===== src/sv/radial_spotlight_luminance_defines.svh =====
// assertion macros for the radial spotlight luminance block
// no dependencies; expects clk and rst_n in the scope of each use
`ifndef RADIAL_SPOTLIGHT_LUMINANCE_DEFINES_SVH
`define RADIAL_SPOTLIGHT_LUMINANCE_DEFINES_SVH
`ifndef SYNTH
`define RSL_ASSERT_IMPL(label, ante, cons) \
    label: assert property (@(posedge clk) disable iff (!rst_n) (ante) |-> (cons)) \
        else $error("rsl same-cycle check failed");
`define RSL_ASSERT_NEXT(label, ante, cons) \
    label: assert property (@(posedge clk) disable iff (!rst_n) (ante) |=> (cons)) \
        else $error("rsl next-cycle check failed");
`else
`define RSL_ASSERT_IMPL(label, ante, cons)
`define RSL_ASSERT_NEXT(label, ante, cons)
`endif
`endif


===== src/sv/rsl_pkg.sv =====
// shared constants and types for the radial spotlight luminance block
// no dependencies
package rsl_pkg;

    localparam int CENTER_BITS     = 14;
    localparam int COORD_BITS_DEF  = 12;
    localparam int LUM_BITS_DEF    = 16;

    localparam int CFG_IDX_W = 1;
    typedef enum logic [CFG_IDX_W-1:0] {
        REG_CENTER_X = 1'b0,
        REG_CENTER_Y = 1'b1
    } cfg_reg_t;

    // falloff radius is 200 px, 51200 in q8; squared radius in px is 40000
    localparam int FALLOFF_W     = 16;
    localparam int FALLOFF_Q8    = 51200;
    localparam int FAR_SQ        = 40000;
    // 51200 = 25 << 11
    localparam int FALLOFF_SHIFT = 11;
    localparam int FALLOFF_ODD   = 25;
    localparam int ODD_LOG2      = 5;

    // square root of a 32 bit radicand, 16 root bits, 4 per stage
    localparam int RAD_W           = 32;
    localparam int ROOT_BITS       = 16;
    localparam int ROOT_PER_STAGE  = 4;
    localparam int ROOT_STAGES     = ROOT_BITS / ROOT_PER_STAGE;

endpackage


===== src/sv/rsl_root_stage.sv =====
// one registered stage of the square root pipeline, several root bits per stage
// depends on rsl_pkg
module rsl_root_stage
    import rsl_pkg::*;
#(
    parameter int FIRST  = 0,
    parameter int SIDE_W = LUM_BITS_DEF + 1
) (
    input  logic              clk,
    input  logic              rst_n,
    input  logic              in_valid,
    output logic              in_ready,
    input  logic [RAD_W-1:0]  in_rem,
    input  logic [RAD_W-1:0]  in_root,
    input  logic [SIDE_W-1:0] in_side,
    output logic              out_valid,
    input  logic              out_ready,
    output logic [RAD_W-1:0]  out_rem,
    output logic [RAD_W-1:0]  out_root,
    output logic [SIDE_W-1:0] out_side
);

    logic              valid_reg;
    logic [RAD_W-1:0]  rem_reg;
    logic [RAD_W-1:0]  root_reg;
    logic [SIDE_W-1:0] side_reg;
    logic [RAD_W-1:0]  rem_next;
    logic [RAD_W-1:0]  root_next;
    logic [RAD_W:0]    trial;
    logic [RAD_W:0]    bitv;

    // restoring root: compare remainder against root plus the current bit
    always_comb
    begin
        rem_next  = in_rem;
        root_next = in_root;
        trial     = '0;
        bitv      = '0;
        for (int k = 0; k < ROOT_PER_STAGE; k++)
        begin
            bitv  = (RAD_W+1)'(1) << (RAD_W - 2 - 2 * (FIRST + k));
            trial = {1'b0, root_next} + bitv;
            if ({1'b0, rem_next} >= trial)
            begin
                rem_next  = rem_next - trial[RAD_W-1:0];
                root_next = (root_next >> 1) + bitv[RAD_W-1:0];
            end
            else
            begin
                root_next = root_next >> 1;
            end
        end
    end

    assign in_ready = !valid_reg || out_ready;

    always_ff @(posedge clk or negedge rst_n)
    begin
        if (!rst_n)
        begin
            valid_reg <= 1'b0;
        end
        else if (in_ready)
        begin
            valid_reg <= in_valid;
        end
    end

    always_ff @(posedge clk)
    begin
        if (in_ready)
        begin
            rem_reg  <= rem_next;
            root_reg <= root_next;
            side_reg <= in_side;
        end
    end

    assign out_valid = valid_reg;
    assign out_rem   = rem_reg;
    assign out_root  = root_reg;
    assign out_side  = side_reg;

endmodule


===== src/sv/radial_spotlight_luminance.sv =====
// Radial spotlight luminance falloff.
// Input channel in_valid/in_ready carries one pixel per beat: pixel_x, pixel_y
// and lum_in. Output channel out_valid/out_ready carries lum_out, one beat for
// every input beat, in order. Config channel cfg_valid/cfg_ready writes the
// spotlight center (cfg_index selects center_x or center_y); cfg_ready is
// always high, and the center should only change while no pixel is in flight.
// Throughput: one pixel per clock while out_ready is high. The 16-bit root is
// resolved four bits per stage, which with the square, divide and handshake
// stages gives 11 register stages. Reset clears every valid bit and sets the
// center to (0, 0); payload registers are not reset.
// When the receiver stalls, the pipeline keeps moving until the first valid
// stage that cannot advance; bubbles are squeezed out, so new pixels are still
// taken while a finished result waits. in_ready drops only once every stage is
// full. Nothing is lost or repeated across a stall.
// Distance: d_q = floor(sqrt(sq << 16)); anything with sq >= 40000 lies at or
// beyond 200 px and gives zero. Final divide by 51200 is a shift by 11 and an
// exact reciprocal multiply by 1/25.
`include "radial_spotlight_luminance_defines.svh"
module radial_spotlight_luminance
    import rsl_pkg::*;
#(
    parameter int COORD_BITS = COORD_BITS_DEF,
    parameter int LUM_BITS   = LUM_BITS_DEF
) (
    input  logic                   clk,
    input  logic                   rst_n,
    // config channel
    input  logic                   cfg_valid,
    output logic                   cfg_ready,
    input  logic [CFG_IDX_W-1:0]   cfg_index,
    input  logic [CENTER_BITS-1:0] cfg_data,
    // pixel input
    input  logic                   in_valid,
    output logic                   in_ready,
    input  logic [COORD_BITS-1:0]  pixel_x,
    input  logic [COORD_BITS-1:0]  pixel_y,
    input  logic [LUM_BITS-1:0]    lum_in,
    // result output
    output logic                   out_valid,
    input  logic                   out_ready,
    output logic [LUM_BITS-1:0]    lum_out
);

    // difference width: enough for pixel minus a negative center
    localparam int DW     = ((COORD_BITS > CENTER_BITS) ? COORD_BITS : CENTER_BITS) + 2;
    localparam int AW     = DW - 1;
    localparam int SQ_W   = 2 * AW;
    localparam int SUM_W  = SQ_W + 1;
    localparam int HALF_W = RAD_W / 2;
    localparam int SIDE_W = LUM_BITS + 1;
    // product and exact reciprocal for the divide by 25
    localparam int PROD_W = LUM_BITS + FALLOFF_W;
    localparam int Q1_W   = LUM_BITS + ODD_LOG2;
    localparam int K      = Q1_W + ODD_LOG2;
    localparam int M_W    = K - 4;
    localparam logic [63:0] M_FULL = ((64'd1 << K) + 64'(FALLOFF_ODD - 1)) / 64'(FALLOFF_ODD);
    localparam logic [M_W-1:0] DIV_MUL = M_FULL[M_W-1:0];
    localparam int QT_W   = Q1_W + M_W;

    // ---------------- config registers ----------------
    logic [CENTER_BITS-1:0] center_x_reg;
    logic [CENTER_BITS-1:0] center_y_reg;

    assign cfg_ready = 1'b1;

    always_ff @(posedge clk or negedge rst_n)
    begin
        if (!rst_n)
        begin
            center_x_reg <= '0;
            center_y_reg <= '0;
        end
        else if (cfg_valid)
        begin
            unique case (cfg_reg_t'(cfg_index))
                REG_CENTER_X: center_x_reg <= cfg_data;
                REG_CENTER_Y: center_y_reg <= cfg_data;
            endcase
        end
    end

    // ---------------- ready chain ----------------
    // each stage loads when empty or when the stage after it loads
    logic s0_valid_reg, s1_valid_reg, s2_valid_reg;
    logic s7_valid_reg, s8_valid_reg, s9_valid_reg, s10_valid_reg;
    logic rdy0, rdy1, rdy2, rdy7, rdy8, rdy9, rdy10;
    logic root_in_ready;

    assign rdy10    = !s10_valid_reg || out_ready;
    assign rdy9     = !s9_valid_reg  || rdy10;
    assign rdy8     = !s8_valid_reg  || rdy9;
    assign rdy7     = !s7_valid_reg  || rdy8;
    assign rdy2     = !s2_valid_reg  || root_in_ready;
    assign rdy1     = !s1_valid_reg  || rdy2;
    assign rdy0     = !s0_valid_reg  || rdy1;
    assign in_ready = rdy0;

    // ---------------- stage 0: signed differences, magnitudes ----------------
    logic signed [DW-1:0] dx, dy;
    logic [DW-1:0]        ndx, ndy;
    logic [AW-1:0]        adx_next, ady_next;
    logic [AW-1:0]        s0_adx_reg, s0_ady_reg;
    logic [LUM_BITS-1:0]  s0_lum_reg;

    always_comb
    begin
        dx  = $signed({{(DW-COORD_BITS){1'b0}}, pixel_x})
            - $signed({{(DW-CENTER_BITS){center_x_reg[CENTER_BITS-1]}}, center_x_reg});
        dy  = $signed({{(DW-COORD_BITS){1'b0}}, pixel_y})
            - $signed({{(DW-CENTER_BITS){center_y_reg[CENTER_BITS-1]}}, center_y_reg});
        ndx = -dx;
        ndy = -dy;
        adx_next = dx[DW-1] ? ndx[AW-1:0] : dx[AW-1:0];
        ady_next = dy[DW-1] ? ndy[AW-1:0] : dy[AW-1:0];
    end

    // ---------------- stage 1: squares ----------------
    logic [SQ_W-1:0]     s1_sqx_reg, s1_sqy_reg;
    logic [LUM_BITS-1:0] s1_lum_reg;

    // ---------------- stage 2: sum, range test, radicand ----------------
    logic [SUM_W-1:0]    sum;
    logic                far_next;
    logic [RAD_W-1:0]    rad_next;
    logic [RAD_W-1:0]    s2_rad_reg;
    logic                s2_far_reg;
    logic [LUM_BITS-1:0] s2_lum_reg;

    always_comb
    begin
        sum      = SUM_W'(s1_sqx_reg) + SUM_W'(s1_sqy_reg);
        far_next = (sum >= SUM_W'(FAR_SQ));
        // below the radius the sum fits in HALF_W bits, which form the upper half of the radicand
        rad_next = far_next ? '0 : {sum[HALF_W-1:0], {HALF_W{1'b0}}};
    end

    always_ff @(posedge clk or negedge rst_n)
    begin
        if (!rst_n)
        begin
            s0_valid_reg <= 1'b0;
            s1_valid_reg <= 1'b0;
            s2_valid_reg <= 1'b0;
        end
        else
        begin
            if (rdy0)
            begin
                s0_valid_reg <= in_valid;
            end
            if (rdy1)
            begin
                s1_valid_reg <= s0_valid_reg;
            end
            if (rdy2)
            begin
                s2_valid_reg <= s1_valid_reg;
            end
        end
    end

    always_ff @(posedge clk)
    begin
        if (rdy0)
        begin
            s0_adx_reg <= adx_next;
            s0_ady_reg <= ady_next;
            s0_lum_reg <= lum_in;
        end
        if (rdy1)
        begin
            s1_sqx_reg <= SQ_W'(s0_adx_reg) * SQ_W'(s0_adx_reg);
            s1_sqy_reg <= SQ_W'(s0_ady_reg) * SQ_W'(s0_ady_reg);
            s1_lum_reg <= s0_lum_reg;
        end
        if (rdy2)
        begin
            s2_rad_reg <= rad_next;
            s2_far_reg <= far_next;
            s2_lum_reg <= s1_lum_reg;
        end
    end

    // ---------------- stages 3..6: square root ----------------
    logic              root_valid [0:ROOT_STAGES];
    logic              root_ready [0:ROOT_STAGES];
    logic [RAD_W-1:0]  root_rem   [0:ROOT_STAGES];
    logic [RAD_W-1:0]  root_val   [0:ROOT_STAGES];
    logic [SIDE_W-1:0] root_side  [0:ROOT_STAGES];

    assign root_valid[0]            = s2_valid_reg;
    assign root_rem[0]              = s2_rad_reg;
    assign root_val[0]              = '0;
    assign root_side[0]             = {s2_far_reg, s2_lum_reg};
    assign root_in_ready            = root_ready[0];
    assign root_ready[ROOT_STAGES]  = rdy7;

    for (genvar g = 0; g < ROOT_STAGES; g++)
    begin : g_root
        rsl_root_stage #(
            .FIRST  (g * ROOT_PER_STAGE),
            .SIDE_W (SIDE_W)
        ) u_stage (
            .clk       (clk),
            .rst_n     (rst_n),
            .in_valid  (root_valid[g]),
            .in_ready  (root_ready[g]),
            .in_rem    (root_rem[g]),
            .in_root   (root_val[g]),
            .in_side   (root_side[g]),
            .out_valid (root_valid[g+1]),
            .out_ready (root_ready[g+1]),
            .out_rem   (root_rem[g+1]),
            .out_root  (root_val[g+1]),
            .out_side  (root_side[g+1])
        );
    end

    // ---------------- stage 7: falloff factor ----------------
    logic                 root_far;
    logic [LUM_BITS-1:0]  root_lum;
    logic [FALLOFF_W-1:0] d_q;
    logic [FALLOFF_W-1:0] factor_next;
    logic [FALLOFF_W-1:0] s7_factor_reg;
    logic [LUM_BITS-1:0]  s7_lum_reg;

    always_comb
    begin
        root_far    = root_side[ROOT_STAGES][SIDE_W-1];
        root_lum    = root_side[ROOT_STAGES][LUM_BITS-1:0];
        d_q         = root_val[ROOT_STAGES][FALLOFF_W-1:0];
        factor_next = root_far ? '0 : (FALLOFF_W'(FALLOFF_Q8) - d_q);
    end

    // ---------------- stage 8: luminance times factor ----------------
    logic [PROD_W-1:0] s8_prod_reg;

    // ---------------- stage 9: divide by 2^11, multiply by 1/25 ----------------
    logic [Q1_W-1:0]   q1;
    logic [QT_W-1:0]   s9_quot_reg;

    assign q1 = s8_prod_reg[FALLOFF_SHIFT +: Q1_W];

    // ---------------- stage 10: output register ----------------
    logic [LUM_BITS-1:0] s10_lum_reg;

    always_ff @(posedge clk or negedge rst_n)
    begin
        if (!rst_n)
        begin
            s7_valid_reg  <= 1'b0;
            s8_valid_reg  <= 1'b0;
            s9_valid_reg  <= 1'b0;
            s10_valid_reg <= 1'b0;
        end
        else
        begin
            if (rdy7)
            begin
                s7_valid_reg <= root_valid[ROOT_STAGES];
            end
            if (rdy8)
            begin
                s8_valid_reg <= s7_valid_reg;
            end
            if (rdy9)
            begin
                s9_valid_reg <= s8_valid_reg;
            end
            if (rdy10)
            begin
                s10_valid_reg <= s9_valid_reg;
            end
        end
    end

    always_ff @(posedge clk)
    begin
        if (rdy7)
        begin
            s7_factor_reg <= factor_next;
            s7_lum_reg    <= root_lum;
        end
        if (rdy8)
        begin
            s8_prod_reg <= PROD_W'(s7_lum_reg) * PROD_W'(s7_factor_reg);
        end
        if (rdy9)
        begin
            s9_quot_reg <= QT_W'(q1) * QT_W'(DIV_MUL);
        end
        if (rdy10)
        begin
            s10_lum_reg <= s9_quot_reg[K +: LUM_BITS];
        end
    end

    assign out_valid = s10_valid_reg;
    assign lum_out   = s10_lum_reg;

    // ---------------- checks ----------------
    // input back-pressure only ever comes from a stalled, full output
    `RSL_ASSERT_IMPL(a_stall_source, !in_ready, out_valid && !out_ready)
    // a pixel beyond the radius leaves the factor stage with a zero factor
    `RSL_ASSERT_NEXT(a_far_factor, rdy7 && root_valid[ROOT_STAGES] && root_far, s7_factor_reg == '0)
    // inside the radius the root never reaches the falloff distance
    `RSL_ASSERT_IMPL(a_root_range, root_valid[ROOT_STAGES] && !root_far, d_q < FALLOFF_W'(FALLOFF_Q8))

endmodule

===== config.mk =====
export PLATFORM = sky130hd
export DESIGN_NAME = radial_spotlight_luminance
export DESIGN_NICKNAME = d
export VERILOG_FILES = /design/src/sv/rsl_pkg.sv /design/src/sv/rsl_root_stage.sv /design/src/sv/radial_spotlight_luminance.sv
export VERILOG_INCLUDE_DIRS = /design/src /design/src/sv
export SDC_FILE = /design/constraint.sdc
export NUM_CORES = 2
export LEC_CHECK = 0
export BUFFER_PORTS_ARGS = -buffer_cell sky130_fd_sc_hd__buf_4
export CORE_ASPECT_RATIO = 1.4
export CORE_MARGIN = 1
export CORE_UTILIZATION = 45
export CTS_CLUSTER_SIZE = 20
export DETAILED_ROUTE_END_ITERATION = 10
export PLACE_DENSITY_LB_ADDON = 0.2
export SETUP_SLACK_MARGIN = 0.05
export SYNTH_ARGS = -nofsm -noshare
export SYNTH_HDL_FRONTEND = slang
export SYNTH_SLANG_ARGS = --single-unit

===== constraint.sdc =====
create_clock -name clk -period 20 [get_ports clk]
set_clock_uncertainty 0.1 [all_clocks]
set_input_delay 1 -clock clk [delete_from_list [all_inputs] [get_ports clk]]
set_output_delay 1 -clock clk [all_outputs]
set_load 0.05 [all_outputs]

==> flow_summary_export.csv <==
group,metric,value,unit
worst_setup_path,crit_type,"reg2reg",
yosys,yosys-top-cells-count,"inv_1, ha_1, fa_1",
timing,rsz0062_at_grt,"false",
drt,drt-total-wl,122000,um
yosys,syn_avg_cell_area,10.1,um2
clock_network,cts_tree,"yes",
worst_setup_path,arrival,11.64,ns
placement,dp_hpwl,101000,um
yosys,synth_top_area_share,23.7,%
worst_setup_path,r2r_start,"g_root[2].u_stage.out_rem[8]$_SDFFCE_PP0P_",
yosys,synth.most_common_cell,"inv_1",
die,die-area,0.119,mm2
yosys,ys_ff_latch,439,
worst_setup_path,ff2ff_path_depth,40,
timing,setup_viol,0,
final_layout,largest_reg_flops,68,
timing,drv_slew,0,
global_routing,grt_pass1_wl,200000,um
placement,gp_congestion,0.876,
drt,drc,0,
worst_setup_path,cp_slowest_cell,"nand4b_2",
global_routing,first_global_vias,39200,
clock_network,hold_buffers,0,
worst_setup_path,end_kind,"register",
die,core_area,0.116,mm2
yosys,synth_cell_types,105,
drt,vias,36600,
timing,fin_crit_sh,56.9,%
timing,final.setup.tns,0,ns
worst_setup_path,r2r_end,"g_root[3].u_stage.out_root[0]$_SDFFCE_PN0P_",
worst_hold_path,hold_path_class,"reg2reg",
yosys,synth_edf_count,400,
yosys,yosysSeqAreaShare,24.5,%
run,cap_violations,0,
yosys,ys_warn_count,0,
timing,max_freq,87.9,MHz
timing,slew_headroom,21.1,%
clock_network,clk_pin_slew,0.06,ns
yosys,syn_area,0.0529,mm2
final_layout,diodes,0,
clock_network,insertion_delay,0.63,ns
clock_network,cts_setup_buffers,0,
worst_setup_path,worstPathMaxFanout,26,
yosys,synth-main-ff-cell,"edfxtp_1",
final_layout,drive_gt1_share,5.51,%
timing,finalHoldViolCount,0,
clock_network,root_buffer,"clkbuf_16",
worst_setup_path,crit_required,20.26,ns
worst_setup_path,cpPeakStageDelay,0.63,ns
status,outcome,"finished clean",
final_layout,area.growth.synth_to_final,7.19,%
timing,period_needed,11.37,ns
final_layout,multiInputGateArea,0.0363,mm2
worst_hold_path,min_to,"s2_lum_reg[3]$_DFFE_PP_",
global_routing,antenna_found_initial,4,
die,io_pins,79,
clock_network,cts_resized,0,
clock_network,clock_sinks,439,
timing,tightest_slew,1.18,ns
global_routing,grt_usage,20.9,%
drt,drt_pre_antenna_iters,5,
die,die_h,408,um
placement,port_buffers,77,
clock_network,ctsLongestPathBuffers,3,
worst_hold_path,min_from,"s1_lum_reg[3]$_DFFE_PP_",
drt,via_per_inst,5.36,
die,die_w,292,um
drt,route.antenna.remaining_nets,0,
drt,wl_per_cell,17.9,um
yosys,syn_inst,5260,
drt,drt_iter0_drc,1706,
final_layout,nets,6658,
yosys,synth_top_area_cell,"fa_1",
final_layout,fillerInstances,10900,
die,start_util,45.4,%
yosys,synth.top_cells.by_area,"fa_1, edfxtp_1, ha_1",
global_routing,grt-ovfl-total,0,
final_layout,seq_area,0.0130,mm2
die,row_count,148,
global_routing,grt_max_degree,76,
worst_setup_path,start_kind,"register",
worst_setup_path,r2r_setup_slack,8.63,ns
clock_network,htree_levels,2,
yosys,ys_async_sr_fraction,8.88,%
clock_network,cts_inserted_buffers,48,
final_layout,fin_util,48.7,%
worst_hold_path,whs_path_depth,0,
[stage by stage]
step	instances	hold slack [ns]	worst slack, ns	instance area [um2]
finish	6837	0.307	8.63	56700
global route	6837	0.301	7.61	56700
CTS	6837	0.272	8.56	56700
detailed placement	6747	0.305	8.57	55100
global placement	6747	0.301	8.82	55100
floorplan	5261	0.300	10.90	52900
[cell type report]
class / count / share of cell area (%)
clock buffer: 58 / 2.26
tap: 1500 / 3.31
sequential: 439 / 22.9
inverter: 874 / 5.79
timing repair buffer: 95 / 1.26
clock inverter: 32 / 0.573
multi-input combinational: 3839 / 63.9
[critical path: cells and delay by family, from the launching register on]
family | cells | cell delay [ns]
multiplexers | 1 | 0.51
adder cells (fa/ha/maj) | 5 | 1.66
buffers and inverters | 3 | 1.16
AND/OR/NAND/NOR | 12 | 2.16
AO/OA/AOI/OAI | 19 | 5.03
flip-flops | 1 | 0.50
[layout by cell type, fill, tap and decap left out, types with 34 or more instances in the layout]
cell type / count
xnor2_1: 189
and3_1: 43
a21oi_1: 206
and2_1: 247
buf_4: 95
ha_1: 675
o21a_1: 40
nor2_1: 271
nand2b_1: 43
or2_2: 34
nor2b_1: 42
edfxtp_1: 400
clkbuf_16: 49
a21o_1: 55
or3_1: 35
nand3_1: 73
nand2_1: 430
nor3_1: 103
inv_1: 871
dfrtp_1: 39
xor2_1: 83
fa_1: 626
o21ai_0: 163
[per-layer routing]
metal	wire [um]	part of all wire, %	track usage (%)
met5	0	0	0
met4	3940	3.2	6.68
met3	3090	2.5	1.71
met2	68800	56	41.8
met1	46400	38	22.9
[cell families after synthesis]
family / Yosys count / share of synthesized area (%)
simple gates: 1440 / 13.7
xor+xnor: 272 / 4.50
compound gates: 771 / 9.56
other cells: 2 / 0.0142
flops: 439 / 24.5
mux: 52 / 1.08
fa+ha+maj: 1301 / 39.6
buf+inv: 983 / 7.03
[how the worst max path moves through the flow]
stage	start	end	slack (ns)	cells past startpoint
2_1_floorplan	g_root[1].u_stage.out_root[17]$_DFFE_PP_	g_root[2].u_stage.out_rem[28]$_DFFE_PP_	10.90	45
3_3_place_gp	g_root[2].u_stage.out_rem[8]$_SDFFCE_PP0P_	g_root[3].u_stage.out_root[0]$_SDFFCE_PN0P_	8.82	41
3_5_place_dp	g_root[2].u_stage.out_rem[8]$_SDFFCE_PP0P_	g_root[3].u_stage.out_root[0]$_SDFFCE_PN0P_	8.57	40
4_1_cts	g_root[2].u_stage.out_rem[8]$_SDFFCE_PP0P_	g_root[3].u_stage.out_root[0]$_SDFFCE_PN0P_	8.56	40
5_1_grt	g_root[2].u_stage.out_rem[8]$_SDFFCE_PP0P_	g_root[3].u_stage.out_root[0]$_SDFFCE_PN0P_	7.61	42
6_report	g_root[2].u_stage.out_rem[8]$_SDFFCE_PP0P_	g_root[3].u_stage.out_root[0]$_SDFFCE_PN0P_	8.63	40
Power is left out: the tool's default activity adds up to more than one toggle a clock period on the data nets, which glitch-free logic cannot reach.
